### src/sv/qts_pkg.sv
// Shared constants and types for the quintic trajectory sample datapath.
package qts_pkg;

   localparam int DEF_FRAC_BITS  = 16;
   localparam int DEF_INDEX_BITS = 16;

   localparam int VALUE_BITS = 32;
   localparam int DELTA_BITS = VALUE_BITS + 1;
   localparam int SUM_BITS   = VALUE_BITS + 3;

   // blend factor is unsigned Q1.24
   localparam int BLEND_SHIFT = 24;
   localparam int TAU_BITS    = BLEND_SHIFT + 1;
   localparam logic [TAU_BITS-1:0] BLEND_ONE = TAU_BITS'(1) << BLEND_SHIFT;
   localparam int ROUND_HALF  = 1 << (BLEND_SHIFT - 1);
   localparam int POLY_BITS   = BLEND_SHIFT + 4;
   localparam int POLY_BASE   = 10 << BLEND_SHIFT;

   // a full turn is 45 * 2^(FRAC_BITS+3)
   localparam int TURN_UNITS = 45;
   localparam int TURN_BITS  = 6;

   localparam int BLEND_STAGES = 3;
   localparam int WRAP_STAGES  = 3;

   typedef struct packed {
      logic                last;
      logic [TAU_BITS-1:0] tau;
   } div_out_type;

endpackage

### src/sv/qts_blend.sv
// Quintic blend s = 10t^3 - 15t^4 + 6t^5 in three multiply stages.
module qts_blend (
   input  logic                          clock,
   input  logic                          en,
   input  logic [qts_pkg::TAU_BITS-1:0]  tau,
   output logic [qts_pkg::TAU_BITS-1:0]  s
);
   import qts_pkg::*;

   localparam int SQ_BITS   = 2 * TAU_BITS;
   localparam int PR_BITS   = TAU_BITS + POLY_BITS;
   localparam int SRAW_BITS = PR_BITS - BLEND_SHIFT;
   localparam int PCW       = POLY_BITS + 2;

   logic [TAU_BITS-1:0]  tau_ff;
   logic [TAU_BITS-1:0]  t2_ff;
   logic [TAU_BITS-1:0]  t2_in;
   logic [TAU_BITS-1:0]  t3_ff;
   logic [TAU_BITS-1:0]  t3_in;
   logic [POLY_BITS-1:0] poly_ff;
   logic [POLY_BITS-1:0] poly_in;
   logic [TAU_BITS-1:0]  s_ff;
   logic [TAU_BITS-1:0]  s_in;

   logic [SQ_BITS-1:0]   sq;
   logic [SQ_BITS-1:0]   cube;
   logic signed [PCW-1:0] pw;
   logic [PR_BITS-1:0]   pr;
   logic [SRAW_BITS-1:0] s_raw;

   // stage 1: t^2
   assign sq    = tau * tau;
   assign t2_in = TAU_BITS'((sq + SQ_BITS'(ROUND_HALF)) >> BLEND_SHIFT);

   // stage 2: t^3 and the quadratic factor, floored at zero
   assign cube    = t2_ff * tau_ff;
   assign t3_in   = TAU_BITS'((cube + SQ_BITS'(ROUND_HALF)) >> BLEND_SHIFT);
   assign pw      = PCW'(POLY_BASE) - PCW'(tau_ff) * PCW'(15) + PCW'(t2_ff) * PCW'(6);
   assign poly_in = pw[PCW-1] ? '0 : pw[POLY_BITS-1:0];

   // stage 3: product, clamp to one
   assign pr    = t3_ff * poly_ff;
   assign s_raw = SRAW_BITS'((pr + PR_BITS'(ROUND_HALF)) >> BLEND_SHIFT);
   assign s_in  = (s_raw > SRAW_BITS'(BLEND_ONE)) ? BLEND_ONE : s_raw[TAU_BITS-1:0];

   always_ff @(posedge clock) begin
      if (en) begin
         tau_ff  <= tau;
         t2_ff   <= t2_in;
         t3_ff   <= t3_in;
         poly_ff <= poly_in;
         s_ff    <= s_in;
      end
   end

   assign s = s_ff;

endmodule

### config.mk
export PLATFORM = sky130hd
export DESIGN_NAME = qts_blend
export DESIGN_NICKNAME = d
export VERILOG_FILES = /design/src/sv/qts_pkg.sv /design/src/sv/qts_blend.sv
export SDC_FILE = /design/constraint.sdc
export NUM_CORES = 2
export LEC_CHECK = 0
export BUFFER_PORTS_ARGS = -buffer_cell sky130_fd_sc_hd__buf_2
export CAP_MARGIN = 10
export CORE_AREA = 2 2 337 406
export DETAILED_ROUTE_END_ITERATION = 12
export DIE_AREA = 0 0 339 408
export GPL_TIMING_DRIVEN = 0
export PLACE_DENSITY_LB_ADDON = 0.12
export SKIP_CTS_REPAIR_TIMING = 1
export SLEW_MARGIN = 20
export SYNTH_ARGS = -nofsm -noshare
export SYNTH_HDL_FRONTEND = slang
export SYNTH_SLANG_ARGS = --single-unit
### constraint.sdc
create_clock -name clock -period 22.6 [get_ports clock]
set_input_delay 4.52 -clock clock [delete_from_list [all_inputs] [get_ports clock]]
set_output_delay 4.52 -clock clock [all_outputs]
set_load 0.01 [all_outputs]
==> run_results.csv <==
group,metric,value,unit
logic_synthesis,synth_top_area_frac,0.499,
drt,remaining_drc_errors,0,
grt,grt_pass1_wl,323,mm
drt,via_count,48300,
setup_path,slowest_stage,"clkbuf_1",
setup_path,cp-end-kind,"flip-flop",
setup_path,crit_arrival,13.70,ns
floorplan,rows,148,
logic_synthesis,yosysMostFrequentCell,"inv_1",
logic_synthesis,synthArstFlopShare,0,
clocking,cts_tree,"built",
logic_synthesis,synth_top_flop_cell,"edfxtp_1",
clocking,cts.sinks,128,
timing,min_period,13.46,ns
timing,fin_crit_sh,0.596,
min_path,hold_end,"poly_ff[1]$_SDFFCE_PN0P_",
logic_synthesis,ys_seq_elements,128,
timing,worst_slew_pin_slew,1.24,ns
logic_synthesis,syn_avg_cell_area,9.49,µm²
setup_path,r2r-start,"t3_ff[18]$_DFFE_PP_",
min_path,hp-start,"tau_ff[0]$_DFFE_PP_",
min_path,hold_depth,2,
setup_path,reg2regPathDepth,27,
grt,grt_max_degree,66,
logic_synthesis,syn_inst,7033,
clocking,h-tree-depth,4,
drt,drt_first_pass_iters,6,
logic_synthesis,yosysSeqAreaShare,0.0576,
floorplan,die-area,138000,µm²
clocking,insertion_delay,0.50,ns
logic_synthesis,syn_area,66700,µm²
drt,drt-initial-drc-count,3750,
setup_path,worstPathRequired,22.84,ns
logic_synthesis,synth_edf_count,128,
timing,timing.setup.tns,0,ns
place,dp.final_hpwl,177,mm
grt,grtUsageTotal,0.316,
drt,avgViaCountPerCell,5.41,
floorplan,io_pins,52,
logic_synthesis,synthTopCellsByArea,"fa_1, ha_1, inv_1",
drt,ant_nets,0,
place,portBuffers,51,
setup_path,critical_path_class,"in -> reg",
setup_path,path_max_fanout,10,
clocking,cts-root-buf,"clkbuf_16",
grt,grt_pass1_vias,52600,
grt,grt-ovfl-total,0,
setup_path,r2r_setup_slack,12.59,ns
timing,fmax,74.3,MHz
clocking,cts_buffers,17,
finish,fillers,12800,
status,status,"completed",
floorplan,die_h,408,µm
logic_synthesis,syn_nets,9411,
finish,drive_above_1_share,0.0185,
timing,maxSlewViolCount,0,
setup_path,max_stage_delay,0.82,ns
clocking,path_clk_slew,0.06,ns
min_path,min_path_type,"reg -> reg",
finish,area_growth,4.77,%
setup_path,cp_common_cell,"fa_1",
logic_synthesis,ys_types,78,
timing,setup_violations,0,
drt,post_drt_wl_per_cell,23.7,µm
place,gp_congestion,0.977,
logic_synthesis,synth_top_area_cell,"fa_1",
floorplan,coreArea,135000,µm²
run,drv_cap,0,
logic_synthesis,yosys_warnings,0,
setup_path,cp-start-kind,"primary input",
timing,grt_setup_unrepaired,"false",
floorplan,start_util,0.496,
setup_path,rr_endpoint,"s[1]$_SDFFCE_PN0P_",
floorplan,die_w,339,µm
logic_synthesis,yosys-top-cells-count,"inv_1, fa_1, nand2_1",
timing,clock_skew,0.0118,ns
drt,drt-total-wl,211,mm
clocking,clock_path_buffers,2,
timing,finalHoldViolCount,0,
timing,slew_headroom,0.172,
finish,layout.nets,9482,
grt,antenna_found_initial,9,
[layout make-up]
class	instances	area [µm²]	area share
Clock inverter	15	193	0.00276
Tap cell	1800	2250	0.0322
Sequential cell	128	3840	0.0550
Multi-Input combinational cell	4803	55000	0.786
Buffer	297	1130	0.0162
Antenna cell	7	17.5	0.000251
Clock buffer	17	425	0.00609
Inverter	1805	6780	0.0969
Timing Repair Buffer	52	293	0.00419
[routing by layer]
layer  track usage  share of wire  vias to the layer above
met2         0.539           0.49                     1867
met4         0.138          0.052                        0
met5             0              0                        -
li1              -              -                    20700
met1         0.405           0.39                    25300
met3        0.0385          0.068                      433
[per-stage QoR]
stage          utilization  setup WS, ns  std cells  cell area (µm²)  hold WS (ns)
3_5_place_dp         0.514          8.76       8885            69300          1.24
5_1_grt              0.519          8.90       8920            69900          1.30
4_1_cts              0.519          9.25       8917            69900          1.26
2_1_floorplan            -         11.27       7033            66700         0.739
6_report             0.519          9.14       8924            69900          1.27
3_3_place_gp         0.514          8.79       8884            69200          1.23
[sequential cells by signal, indices dropped and copies added (netlist names)]
register	count
poly_ff	28
t2_ff	25
t3_ff	25
s	25
tau_ff	25
[critical path, delay by kind of cell]
family                   cells  cell delay, ns
buffers and inverters        8            2.06
adder cells (fa/ha/maj)      8            3.82
AO/OA/AOI/OAI               10            2.62
XOR/XNOR                     1            0.15
AND/OR/NAND/NOR              2            0.50
[worst max path at each step]
stage	from	to	slack, ns
2_1_floorplan	tau[9]	t2_ff[24]$_DFFE_PP_	11.27
3_3_place_gp	tau[16]	t2_ff[24]$_DFFE_PP_	8.79
3_5_place_dp	tau[16]	t2_ff[24]$_DFFE_PP_	8.76
4_1_cts	tau[16]	t2_ff[24]$_DFFE_PP_	9.25
5_1_grt	tau[16]	t2_ff[24]$_DFFE_PP_	8.90
6_report	tau[16]	t2_ff[24]$_DFFE_PP_	9.14
[cells by family after synthesis]
logic type | after synthesis | share of synthesized area
xor gates and xnor gates | 116 | 0.0152
AOI/OAI and AO/OA | 337 | 0.0335
and+or+nand+nor | 1995 | 0.147
buffers and inverters | 2102 | 0.118
DFF | 128 | 0.0576
adders and majority gates | 2351 | 0.628
muxes | 4 | 0.000619
[layout by cell type, fill, tap and decap left out, types with 53 or more instances in the layout]
cell / count
inv_1: 1797
fa_1: 1662
nand2_1: 890
and2_1: 730
ha_1: 689
clkbuf_1: 282
nor2_1: 188
edfxtp_1: 128
a21oi_1: 100
xnor2_1: 83
buf_2: 54
a21o_1: 53
Power is left out: the tool's default activity adds up to more than one toggle a clock period on the data nets, which glitch-free logic cannot reach.
