$ cat src/sv/qts_pkg.sv
// Shared constants and types for the quintic trajectory sample datapath.
package qts_pkg;

   localparam int DEF_FRAC_BITS  = 16;
   localparam int DEF_INDEX_BITS = 16;

   localparam int VALUE_BITS = 32;
   localparam int DELTA_BITS = VALUE_BITS + 1;
   localparam int SUM_BITS   = VALUE_BITS + 3;

   // blend factor is unsigned Q1.24
   localparam int BLEND_SHIFT = 24;
   localparam int TAU_BITS    = BLEND_SHIFT + 1;
   localparam logic [TAU_BITS-1:0] BLEND_ONE = TAU_BITS'(1) << BLEND_SHIFT;
   localparam int ROUND_HALF  = 1 << (BLEND_SHIFT - 1);
   localparam int POLY_BITS   = BLEND_SHIFT + 4;
   localparam int POLY_BASE   = 10 << BLEND_SHIFT;

   // a full turn is 45 * 2^(FRAC_BITS+3)
   localparam int TURN_UNITS = 45;
   localparam int TURN_BITS  = 6;

   localparam int BLEND_STAGES = 3;
   localparam int WRAP_STAGES  = 3;

   typedef struct packed {
      logic                last;
      logic [TAU_BITS-1:0] tau;
   } div_out_type;

endpackage

$ cat src/sv/qts_wrap.sv
// Angle wrap into (-180, 180] by constant modulo 360, three stages.
module qts_wrap #(
   parameter int IN_BITS   = qts_pkg::DELTA_BITS,
   parameter int FRAC_BITS = qts_pkg::DEF_FRAC_BITS
) (
   input  logic                        clock,
   input  logic                        en,
   input  logic signed [IN_BITS-1:0]   x,
   output logic signed [FRAC_BITS+8:0] y
);
   import qts_pkg::*;

   localparam int OUT_BITS = FRAC_BITS + 9;
   localparam int XL_BITS  = FRAC_BITS + 3;
   localparam int WH       = IN_BITS - XL_BITS;
   localparam int WU       = WH + 1;
   localparam int WM       = WU + 1;
   localparam int WQ       = WU - 5;
   localparam int K        = WU + 6;
   // offset makes the high part non-negative without changing it modulo 45
   localparam longint OFFSET =
      TURN_UNITS * (((longint'(1) << (WH - 1)) + TURN_UNITS - 1) / TURN_UNITS);
   localparam longint RECIP = ((longint'(1) << K) + TURN_UNITS - 1) / TURN_UNITS;
   localparam logic [OUT_BITS-1:0] FULL_TURN = OUT_BITS'(360) << FRAC_BITS;
   localparam logic [OUT_BITS-1:0] HALF_TURN = OUT_BITS'(180) << FRAC_BITS;

   logic signed [WH-1:0] xh;
   logic [WU-1:0]        u_in;
   logic [WU-1:0]        u_ff;
   logic [XL_BITS-1:0]   xl_ff;
   logic [WU-1:0]        u2_ff;
   logic [XL_BITS-1:0]   xl2_ff;
   logic [WU+WM-1:0]     qp;
   logic [WQ-1:0]        q_ff;
   logic [WU-1:0]        rr;
   logic [OUT_BITS-1:0]  m;
   logic [OUT_BITS-1:0]  y_in;
   logic [OUT_BITS-1:0]  y_ff;

   assign xh   = x[IN_BITS-1 -: WH];
   assign u_in = WU'(xh) + WU'(OFFSET);

   // quotient by 45 through the reciprocal, exact for this width
   assign qp = u_ff * WM'(RECIP);

   assign rr   = u2_ff - WU'(q_ff) * WU'(TURN_UNITS);
   assign m    = {rr[TURN_BITS-1:0], xl2_ff};
   assign y_in = (m > HALF_TURN) ? m - FULL_TURN : m;

   always_ff @(posedge clock) begin
      if (en) begin
         u_ff   <= u_in;
         xl_ff  <= x[XL_BITS-1:0];
         u2_ff  <= u_ff;
         xl2_ff <= xl_ff;
         q_ff   <= qp[K +: WQ];
         y_ff   <= y_in;
      end
   end

   assign y = y_ff;

endmodule

$ cat config.mk
export PLATFORM = sky130hd
export DESIGN_NAME = qts_wrap
export DESIGN_NICKNAME = d
export VERILOG_FILES = /design/src/sv/qts_pkg.sv /design/src/sv/qts_wrap.sv
export SDC_FILE = /design/constraint.sdc
export NUM_CORES = 1
export LEC_CHECK = 0
export BUFFER_PORTS_ARGS = -buffer_cell sky130_fd_sc_hd__clkbuf_2
export CAP_MARGIN = 20
export CORE_AREA = 2 2 159 122
export DETAILED_ROUTE_END_ITERATION = 16
export DIE_AREA = 0 0 161 124
export HOLD_SLACK_MARGIN = 0.03
export PLACE_DENSITY_LB_ADDON = 0.25
export SYNTH_ARGS = -nofsm -noshare
export SYNTH_HDL_FRONTEND = slang
export SYNTH_SLANG_ARGS = --single-unit
$ cat constraint.sdc
create_clock -name clock -period 9.9 [get_ports clock]
set_input_delay 1.98 -clock clock [delete_from_list [all_inputs] [get_ports clock]]
set_output_delay 1.98 -clock clock [all_outputs]
set_load 0.05 [all_outputs]
==> results by group <==
Run status
  – Outcome: finished, final reports clean

Synthesis
  – Register bit total from synthesis: 90
  – Dominant cell type by area after synthesis: edfxtp_1
  – Main flop type after synthesis: edfxtp_1
  – Sequential cell area fraction in the yosys report: 42.4%
  – Synthesized instance count: 501
  – Ys Warns: 0
  – Syn_area_per_cell: 12.7 um^2
  – EDFF count, synth: 90
  – Post-Syn Nets: 691
  – Synth top area share: 42.4%
  – Count of cell types in the netlist: 35
  – Post-Syn Area: 6370 um^2
  – Synth area leaders: edfxtp_1 (42%), ha_1 (21%), fa_1 (15%), inv_1 (6.2%), xnor2_1 (4.4%)
  – Post-synth ARST share: 0%

Finish
  – Register Area: 2700 um^2
  – Multi-input gate area: 3270 um^2
  – Final Non-Filler Cells: 824
  – Final cell utilization of the core: 39.8%
  – P&R area growth vs syn: 14.4%
  – Share of post-route cells with drive strength above 1: 13.3%
  – Final instance area: 7290 um^2
  – N_diodes: 0
  – Net count, final: 762
  – Fill count: 1813

Timing
  – Normalized max-slew margin: 52.8%
  – Unrepaired setup endpoints after global routing: false
  – Tmin final: 5.15 ns
  – Final setup TNS: 0 ns
  – Fin. Hold Viols: 0
  – Pins Over Slew Limit: 0
  – # setup viols final: 0
  – F_max: 0.194 GHz
  – Final clock skew: 0.0102 ns
  – Slew @ Worst Pin: 0.708 ns
  – Final Cycle Share: 52.1%

Min path
  – Hold crit path type: register to register

CTS
  – Clk Latency, worst-skew pair: 0.34 ns
  – Post-CTS Repair Setup Buffers: 0
  – Clock Tree Buf Depth: 2
  – Htree depth: 3
  – CTS tree: built
  – Clock transition at path regs: 0.08 ns
  – CTS root buffer: clkbuf_16
  – CTS buffer count: 9
  – Sink Count: 90
  – CTS resizes: 0
  – # hold bufs at CTS: 0

Route
  – Drt first-iter violations: 116
  – DRT Pass-1 Iters: 4
  – Routed Antenna Nets: 0
  – DR vias/cell: 4.41
  – Final wirelength: 11.3 mm
  – Number of remaining DRC errors: 0
  – Vias post-DR: 3631
  – Wire per inst: 13.7 um

Worst setup path
  – Setup CP Type: register to register
  – Worst Path Max Fanout: 6
  – CP Capture Type: register
  – CP Launch Type: register
  – Crit path DAT: 5.25 ns
  – CP required: 10.00 ns

Place
  – DP Wirelength: 9.36 mm
  – Port Buf Inserts: 59
  – Cell Area, Placed: 6990 um^2
  – GPL Wtd Cong: 0.850
  – Cell count after placement: 808

Die
  – Num rows: 43
  – Die height: 124 um
  – Initial Util: 34.8%
  – IO Count: 60
  – Die Span X: 161 um
  – CORE AREA: 18300 um^2
  – Die ar.: 20000 um^2

Global routing
  – Initial antenna violation count: 0
  – Grt ovf: 0
  – First-pass GRT wire length: 18.5 mm
  – Total GRT Usage: 11.9%
  – Vias in the first global route: 3807
  – Pin count of the biggest net entering global routing: 61

Run
  – Maxcap violations: 0
-- critical path: stages, from the launching register on --
cell	delay, ns
edfxtp_1	0.53
ha_1	0.38
xor2_1	0.18
ha_1	0.31
fa_1	0.51
fa_1	0.52
fa_1	0.54
inv_1	0.05
fa_1	0.49
inv_1	0.04
ha_1	0.32
nand2_1	0.09
o21ai_0	0.10
a21oi_1	0.18
o211ai_1	0.19
and4_1	0.24
a211o_1	0.22
-- flip-flops by register name, indices dropped and copies added (netlist names) --
signal / flops
xl2_ff: 19
q_ff: 6
u2_ff: 6
xl_ff: 19
y: 25
u_ff: 15
-- final timing paths --
| path | end | slack, ns | depth (start not counted) | startpoint |
|---|---|---|---|---|
| max | q_ff[5] | 4.75 | 16 | u_ff[3] |
| min | xl2_ff[17] | 0.41 | 0 | xl_ff[17] |
| max reg2reg | q_ff[5] | 4.75 | 16 | u_ff[3] |
| min reg2reg | xl2_ff[17] | 0.41 | 0 | xl_ff[17] |
-- cell families after synthesis --
kind of cell	Yosys count	share of synthesized area, %
xor gates and xnor gates	42	5.77
and+or+nand+nor	56	4.44
buffers and inverters	106	6.25
AOI/OAI and AO/OA	50	4.83
adders and majority gates	155	36.0
DFF	90	42.4
muxes	2	0.314
-- cell usage after synthesis (2+ instances only) --
cell type / number
o21ai_0: 10
inv_1: 106
mux2i_1: 2
nand2b_1: 3
edfxtp_1: 90
and2_1: 3
fa_1: 47
o211ai_1: 2
nand2_1: 17
a21oi_1: 18
nor4b_1: 2
nand3_1: 3
a31oi_1: 2
o21a_1: 3
o21bai_1: 4
nor2_1: 11
xor2_1: 10
nor4_1: 6
xnor2_1: 32
a21o_1: 4
nand4_1: 5
ha_1: 108
-- stage by stage --
step	hold WS [ns]	setup slack, ns
floorplan	0.400	5.10
global placement	0.405	4.75
detailed placement	0.405	4.70
CTS	0.415	4.68
global route	0.428	4.41
finish	0.413	4.75
-- cell usage in the layout, fill, tap and decap left out, drive strengths merged, types with 2 or more instances in the layout --
| cell | instances |
|---|---|
| o21bai | 4 |
| a31oi | 2 |
| nor4 | 6 |
| o21a | 3 |
| fa | 47 |
| a21o | 4 |
| edfxtp | 90 |
| nor4b | 2 |
| a21oi | 18 |
| nand2 | 17 |
| nand3 | 3 |
| buf | 2 |
| o21ai | 10 |
| xor2 | 10 |
| clkinv | 2 |
| clkbuf | 67 |
| inv | 111 |
| xnor2 | 32 |
| ha | 108 |
| nor2 | 12 |
| and2 | 3 |
| nand4 | 5 |
| nand2b | 3 |
| mux2i | 2 |
| o211ai | 2 |
-- per-layer routing --
metal	track usage, %	routed length (um)	part of all wire, %
met2	19.7	5090	45
met5	0	0	0
met4	3.85	183	1.6
met3	2.33	407	3.6
met1	16.0	5640	50
-- final cells by class --
type	count	area share, %
clock buffer	9	3.09
clock inverter	7	1.05
inverter	106	5.46
multi-input combinational	305	44.9
sequential	90	37.1
tap	247	4.24
timing repair buffer	60	4.19
Power is left out: the tool's default activity adds up to more than one toggle a clock period on the data nets, which glitch-free logic cannot reach.
