**src/sv/qts_pkg.sv**
```systemverilog
// Shared constants and types for the quintic trajectory sample datapath.
package qts_pkg;

   localparam int DEF_FRAC_BITS  = 16;
   localparam int DEF_INDEX_BITS = 16;

   localparam int VALUE_BITS = 32;
   localparam int DELTA_BITS = VALUE_BITS + 1;
   localparam int SUM_BITS   = VALUE_BITS + 3;

   // blend factor is unsigned Q1.24
   localparam int BLEND_SHIFT = 24;
   localparam int TAU_BITS    = BLEND_SHIFT + 1;
   localparam logic [TAU_BITS-1:0] BLEND_ONE = TAU_BITS'(1) << BLEND_SHIFT;
   localparam int ROUND_HALF  = 1 << (BLEND_SHIFT - 1);
   localparam int POLY_BITS   = BLEND_SHIFT + 4;
   localparam int POLY_BASE   = 10 << BLEND_SHIFT;

   // a full turn is 45 * 2^(FRAC_BITS+3)
   localparam int TURN_UNITS = 45;
   localparam int TURN_BITS  = 6;

   localparam int BLEND_STAGES = 3;
   localparam int WRAP_STAGES  = 3;

   typedef struct packed {
      logic                last;
      logic [TAU_BITS-1:0] tau;
   } div_out_type;

endpackage

```
**src/sv/qts_divider.sv**
```systemverilog
// Pipelined restoring divider: forms tau = index / ticks in Q1.24, one bit per stage.
module qts_divider #(
   parameter int INDEX_BITS = qts_pkg::DEF_INDEX_BITS
) (
   input  logic                    clock,
   input  logic                    en,
   input  logic [INDEX_BITS-1:0]   index,
   input  logic [INDEX_BITS-1:0]   ticks,
   output qts_pkg::div_out_type    div_out
);
   import qts_pkg::*;

   localparam int STEPS = BLEND_SHIFT;

   logic [INDEX_BITS-1:0] rem_ff [STEPS];
   logic [INDEX_BITS-1:0] rem_in [STEPS];
   logic [INDEX_BITS-1:0] den_ff [STEPS];
   logic [INDEX_BITS-1:0] den_in [STEPS];
   logic [STEPS-1:0]      quo_ff [STEPS];
   logic [STEPS-1:0]      quo_in [STEPS];
   logic                  sat_ff [STEPS];
   logic                  sat_in [STEPS];

   for (genvar j = 0; j < STEPS; j++) begin : g_step
      logic [INDEX_BITS-1:0] r_src;
      logic [INDEX_BITS-1:0] d_src;
      logic [STEPS-1:0]      q_src;
      logic                  s_src;
      logic [INDEX_BITS:0]   r_shift;
      logic                  ge;

      if (j == 0) begin : g_first
         // saturated covers zero length and any index at or past the end
         assign r_src = index;
         assign d_src = ticks;
         assign q_src = '0;
         assign s_src = (ticks == '0) || (index >= ticks);
      end else begin : g_next
         assign r_src = rem_ff[j-1];
         assign d_src = den_ff[j-1];
         assign q_src = quo_ff[j-1];
         assign s_src = sat_ff[j-1];
      end

      assign r_shift   = {r_src, 1'b0};
      assign ge        = r_shift >= {1'b0, d_src};
      assign rem_in[j] = ge ? INDEX_BITS'(r_shift - {1'b0, d_src}) : r_shift[INDEX_BITS-1:0];
      assign quo_in[j] = {q_src[STEPS-2:0], ge};
      assign den_in[j] = d_src;
      assign sat_in[j] = s_src;
   end

   always_ff @(posedge clock) begin
      if (en) begin
         rem_ff <= rem_in;
         den_ff <= den_in;
         quo_ff <= quo_in;
         sat_ff <= sat_in;
      end
   end

   assign div_out.last = sat_ff[STEPS-1];
   assign div_out.tau  = sat_ff[STEPS-1] ? BLEND_ONE : {1'b0, quo_ff[STEPS-1]};

endmodule

```
**config.mk**
```make
export PLATFORM = sky130hd
export DESIGN_NAME = qts_divider
export DESIGN_NICKNAME = d
export VERILOG_FILES = /design/src/sv/qts_pkg.sv /design/src/sv/qts_divider.sv
export SDC_FILE = /design/constraint.sdc
export NUM_CORES = 2
export LEC_CHECK = 0
export BUFFER_PORTS_ARGS = -buffer_cell sky130_fd_sc_hd__buf_2
export CAP_MARGIN = 25
export CORE_MARGIN = 3
export CORE_UTILIZATION = 40
export CTS_CLUSTER_SIZE = 24
export DETAILED_ROUTE_END_ITERATION = 8
export GPL_ROUTABILITY_DRIVEN = 0
export PLACE_DENSITY = 0.62
export SETUP_SLACK_MARGIN = 0.4
export SLEW_MARGIN = 25
export SYNTH_ARGS = -nofsm -noshare
export SYNTH_HDL_FRONTEND = slang
export SYNTH_SLANG_ARGS = --single-unit
```
**constraint.sdc**
```tcl
create_clock -name clock -period 4.35 [get_ports clock]
set_clock_uncertainty 0.2 [all_clocks]
set_input_delay 0.6525 -clock clock [delete_from_list [all_inputs] [get_ports clock]]
set_output_delay 0.6525 -clock clock [all_outputs]
set_load 0.1 [all_outputs]
```
==> flow_summary_export.csv <==
group,metric,value,unit
power_and_ir_drop,leakagePower,0.0247,µW
cells_and_area,syn_to_final_growth,12.7,%
clock_tree,cts_num_sinks,1060,
run_status,status,"finished, final reports clean",
synthesis,async_flop_share,0,
routing,routed_wl,106,mm
global_route,antenna_found_initial,3,
floorplan,initial_utilization,0.404,
place,io_buffer_count,59,
timing,period_share,0.826,
timing,slew-limit-headroom,0.336,
power_and_ir_drop,p_per_area,732,nW/µm²
setup_path,cp.arrival,3.85,ns
clock_tree,numCtsBuffers,116,
cells_and_area,fill_cells,12300,
synthesis,avgSynthCellArea,12.8,µm²
cells_and_area,num_antenna_cells,0,
global_route,grt-ovfl-total,0,
clock_tree,htree_levels,3,
setup_path,start_kind,"flop",
setup_path,critical_path_buf_inv_count,1,
timing,drv_slew,0,
global_route,grt_max_degree,137,
clock_tree,cts_tree,"yes",
place,post-place-ws,0.633,ns
synthesis,syn_inst,4296,
routing,ant_nets,0,
power_and_ir_drop,ir_drop,0.000385,V
timing,rsz0062_at_grt,"false",
floorplan,die_x,376,µm
setup_path,cp.required,4.61,ns
timing,finalSetupTns,0,ns
setup_path,worstSetupEndpointType,"flop",
setup_path,critPathMaxStageDelay,0.61,ns
clock_tree,cts_root_buf,"clkbuf_16",
routing,avgRoutedWirePerCell,16.7,µm
synthesis,synth_edf_count,1060,
clock_tree,cts.path.max_buffers,3,
cells_and_area,drive_above_1_share,0.122,
timing,min_period,3.59,ns
timing,clock.fmax,0.278,GHz
setup_path,path_class,"reg -> reg",
global_route,grt_pass1_wl,170,mm
clock_tree,path_clk_slew,0.06,ns
hold_path,hp-class,"in -> reg",
floorplan,dieArea,142000,µm²
synthesis,synth_ff_type,"edfxtp_1",
clock_tree,post_cts_buffers,0,
setup_path,cp_top_family,"compound AO/OA/AOI/OAI gates",
floorplan,die_y,376,µm
setup_path,crit_chain,"inv_1 > ha_1 > nor2b_1 > o31a_1 > o31a_1 > o211ai_1 > and4bb_1 > o21ai_1 > a211o_1 > mux2_4",
synthesis,yosysUniqueCellTypes,80,
routing,drtPass1Iterations,5,
routing,viasPerCell,5.15,
place,place_hpwl,77.3,mm
cells_and_area,nNetsFinal,4948,
routing,drt_iter0_markers,2505,
clock_tree,insertion_delay,0.71,ns
synthesis,synth_area,54800,µm²
job,drv_cap,0,
global_route,grt_pass1_vias,32000,
setup_path,cp_slowest_cell,"a211o_1",
floorplan,ios,60,
synthesis,ys_ff_latch,1060,
floorplan,core,136000,µm²
timing,fin_ws,0.757,ns
timing,hold_viol,0,
routing,vias,32800,
setup_path,crit_path_max_fanout,17,
timing,setup_viol,0,
setup_path,timing.critical_path.mode_cell,"o31a_1",
synthesis,yosysSeqAreaShare,0.581,
routing,drc,0,
synthesis,yosysWarnings,0,
timing,tightest_slew,0.983,ns
global_route,grt_usage,0.149,
synthesis,syn_nets,4752,
floorplan,fp-row-count,135,
==> cells in the final DEF, fill, tap and decap left out, drive strengths merged, types with 43 or more instances in the layout <==
cell / instances
nor2b: 101
nor2: 264
nand3: 56
nand2: 186
nand4: 50
clkinv: 43
xor2: 78
edfxtp: 1060
inv: 484
ha: 399
xnor2: 169
a21oi: 213
a21o: 103
nand2b: 51
nor3: 77
mux2: 224
clkbuf: 137
buf: 111
o21ai: 184
o21a: 69
==> worst paths after layout <==
path	startpoint	to	slack (ns)	depth (start not counted)
min	index[1]	g_step[1].r_src[2]	0.10	2
min reg2reg	g_step[3].q_src[1]	g_step[4].q_src[2]	0.21	0
max	g_step[17].d_src[1]	g_step[18].r_src[8]	0.76	10
max reg2reg	g_step[17].d_src[1]	g_step[18].r_src[8]	0.76	10
==> state kept, by name, indices dropped and copies added (netlist names) <==
signal        count
g_step.d_src    368
g_step.r_src    368
quo_ff           24
div_out           1
g_step.q_src    276
g_step.s_src     23
==> cells by family (layout without fill, tap and decap cells) <==
| kind of cell | count (synthesis) | in the layout | share of synthesized area |
|---|---|---|---|
| adders and majority gates | 422 | 422 | 0.0995 |
| buffers and inverters | 528 | 817 | 0.0373 |
| muxes | 251 | 251 | 0.0528 |
| and+or+nand+nor | 905 | 905 | 0.0808 |
| DFF | 1060 | 1060 | 0.581 |
| xor gates and xnor gates | 247 | 247 | 0.0395 |
| AOI/OAI and AO/OA | 883 | 883 | 0.109 |
==> final cells by class <==
class / count / area (µm²) / share of cell area
timing repair buffer: 127 / 993 / 0.0161
clock buffer: 137 / 3050 / 0.0493
multi-input combinational: 2708 / 21000 / 0.339
tap: 1781 / 2230 / 0.0361
clock inverter: 74 / 915 / 0.0148
inverter: 479 / 1800 / 0.0291
sequential: 1060 / 31800 / 0.515
==> synthesized netlist by cell type (all sizes together) (22+ instances only) <==
library cell / instances / area share
fa: 23 / 0.0084
xnor2: 169 / 0.027
o31a: 24 / 0.0038
mux2i: 27 / 0.0049
a21o: 103 / 0.014
nand2: 186 / 0.013
nor3: 77 / 0.0070
edfxtp: 1060 / 0.58
o21ai: 184 / 0.017
xor2: 78 / 0.012
nand4: 50 / 0.0057
a31oi: 22 / 0.0027
a21oi: 213 / 0.020
o21bai: 31 / 0.0042
inv: 479 / 0.033
or3: 27 / 0.0031
ha: 399 / 0.091
nor2b: 101 / 0.012
nand2b: 51 / 0.0058
o31ai: 35 / 0.0048
nor2: 264 / 0.018
buf: 28 / 0.0030
o21a: 69 / 0.0095
nand3: 56 / 0.0051
a211oi: 29 / 0.0040
a211o: 26 / 0.0042
mux2: 224 / 0.048
==> report_power, final <==
part	leakage [µW]	switching (µW)	internal, µW	total, µW
clock	0.00192	4020	6160	10200
combinational	0.0124	9760	8940	18700
sequential	0.0104	1370	14900	16300
total	0.0247	15100	30100	45200
==> per-layer routing <==
metal / vias to the layer above / track usage / share of wire
li1: 16300 / - / -
met1: 15700 / 0.207 / 0.47
met2: 591 / 0.240 / 0.46
met3: 156 / 0.0230 / 0.042
met4: 0 / 0.0458 / 0.023
met5: - / 0 / 0
==> repair_timing <==
action / 4_1_cts / 5_1_grt
hold buffers: 16 / 0
endpoints found under the hold margin: 16 / 0
setup endpoints to repair: 0 / 12
gates resized for setup: 0 / 1
==> through the flow <==
step | utilization | power, µW | area (µm²) | std cells | hold slack (ns)
2_1_floorplan | - | 30800 | 54800 | 4296 | 0.200
3_3_place_gp | 0.424 | 34700 | 57600 | 6139 | 0.201
3_5_place_dp | 0.425 | 35100 | 57700 | 6139 | 0.205
4_1_cts | 0.455 | 45600 | 61800 | 6366 | 0.0290
5_1_grt | 0.455 | 48400 | 61800 | 6366 | 0.0689
6_report | 0.455 | 45200 | 61800 | 6366 | 0.103
(Power assumes the default switching activity.)
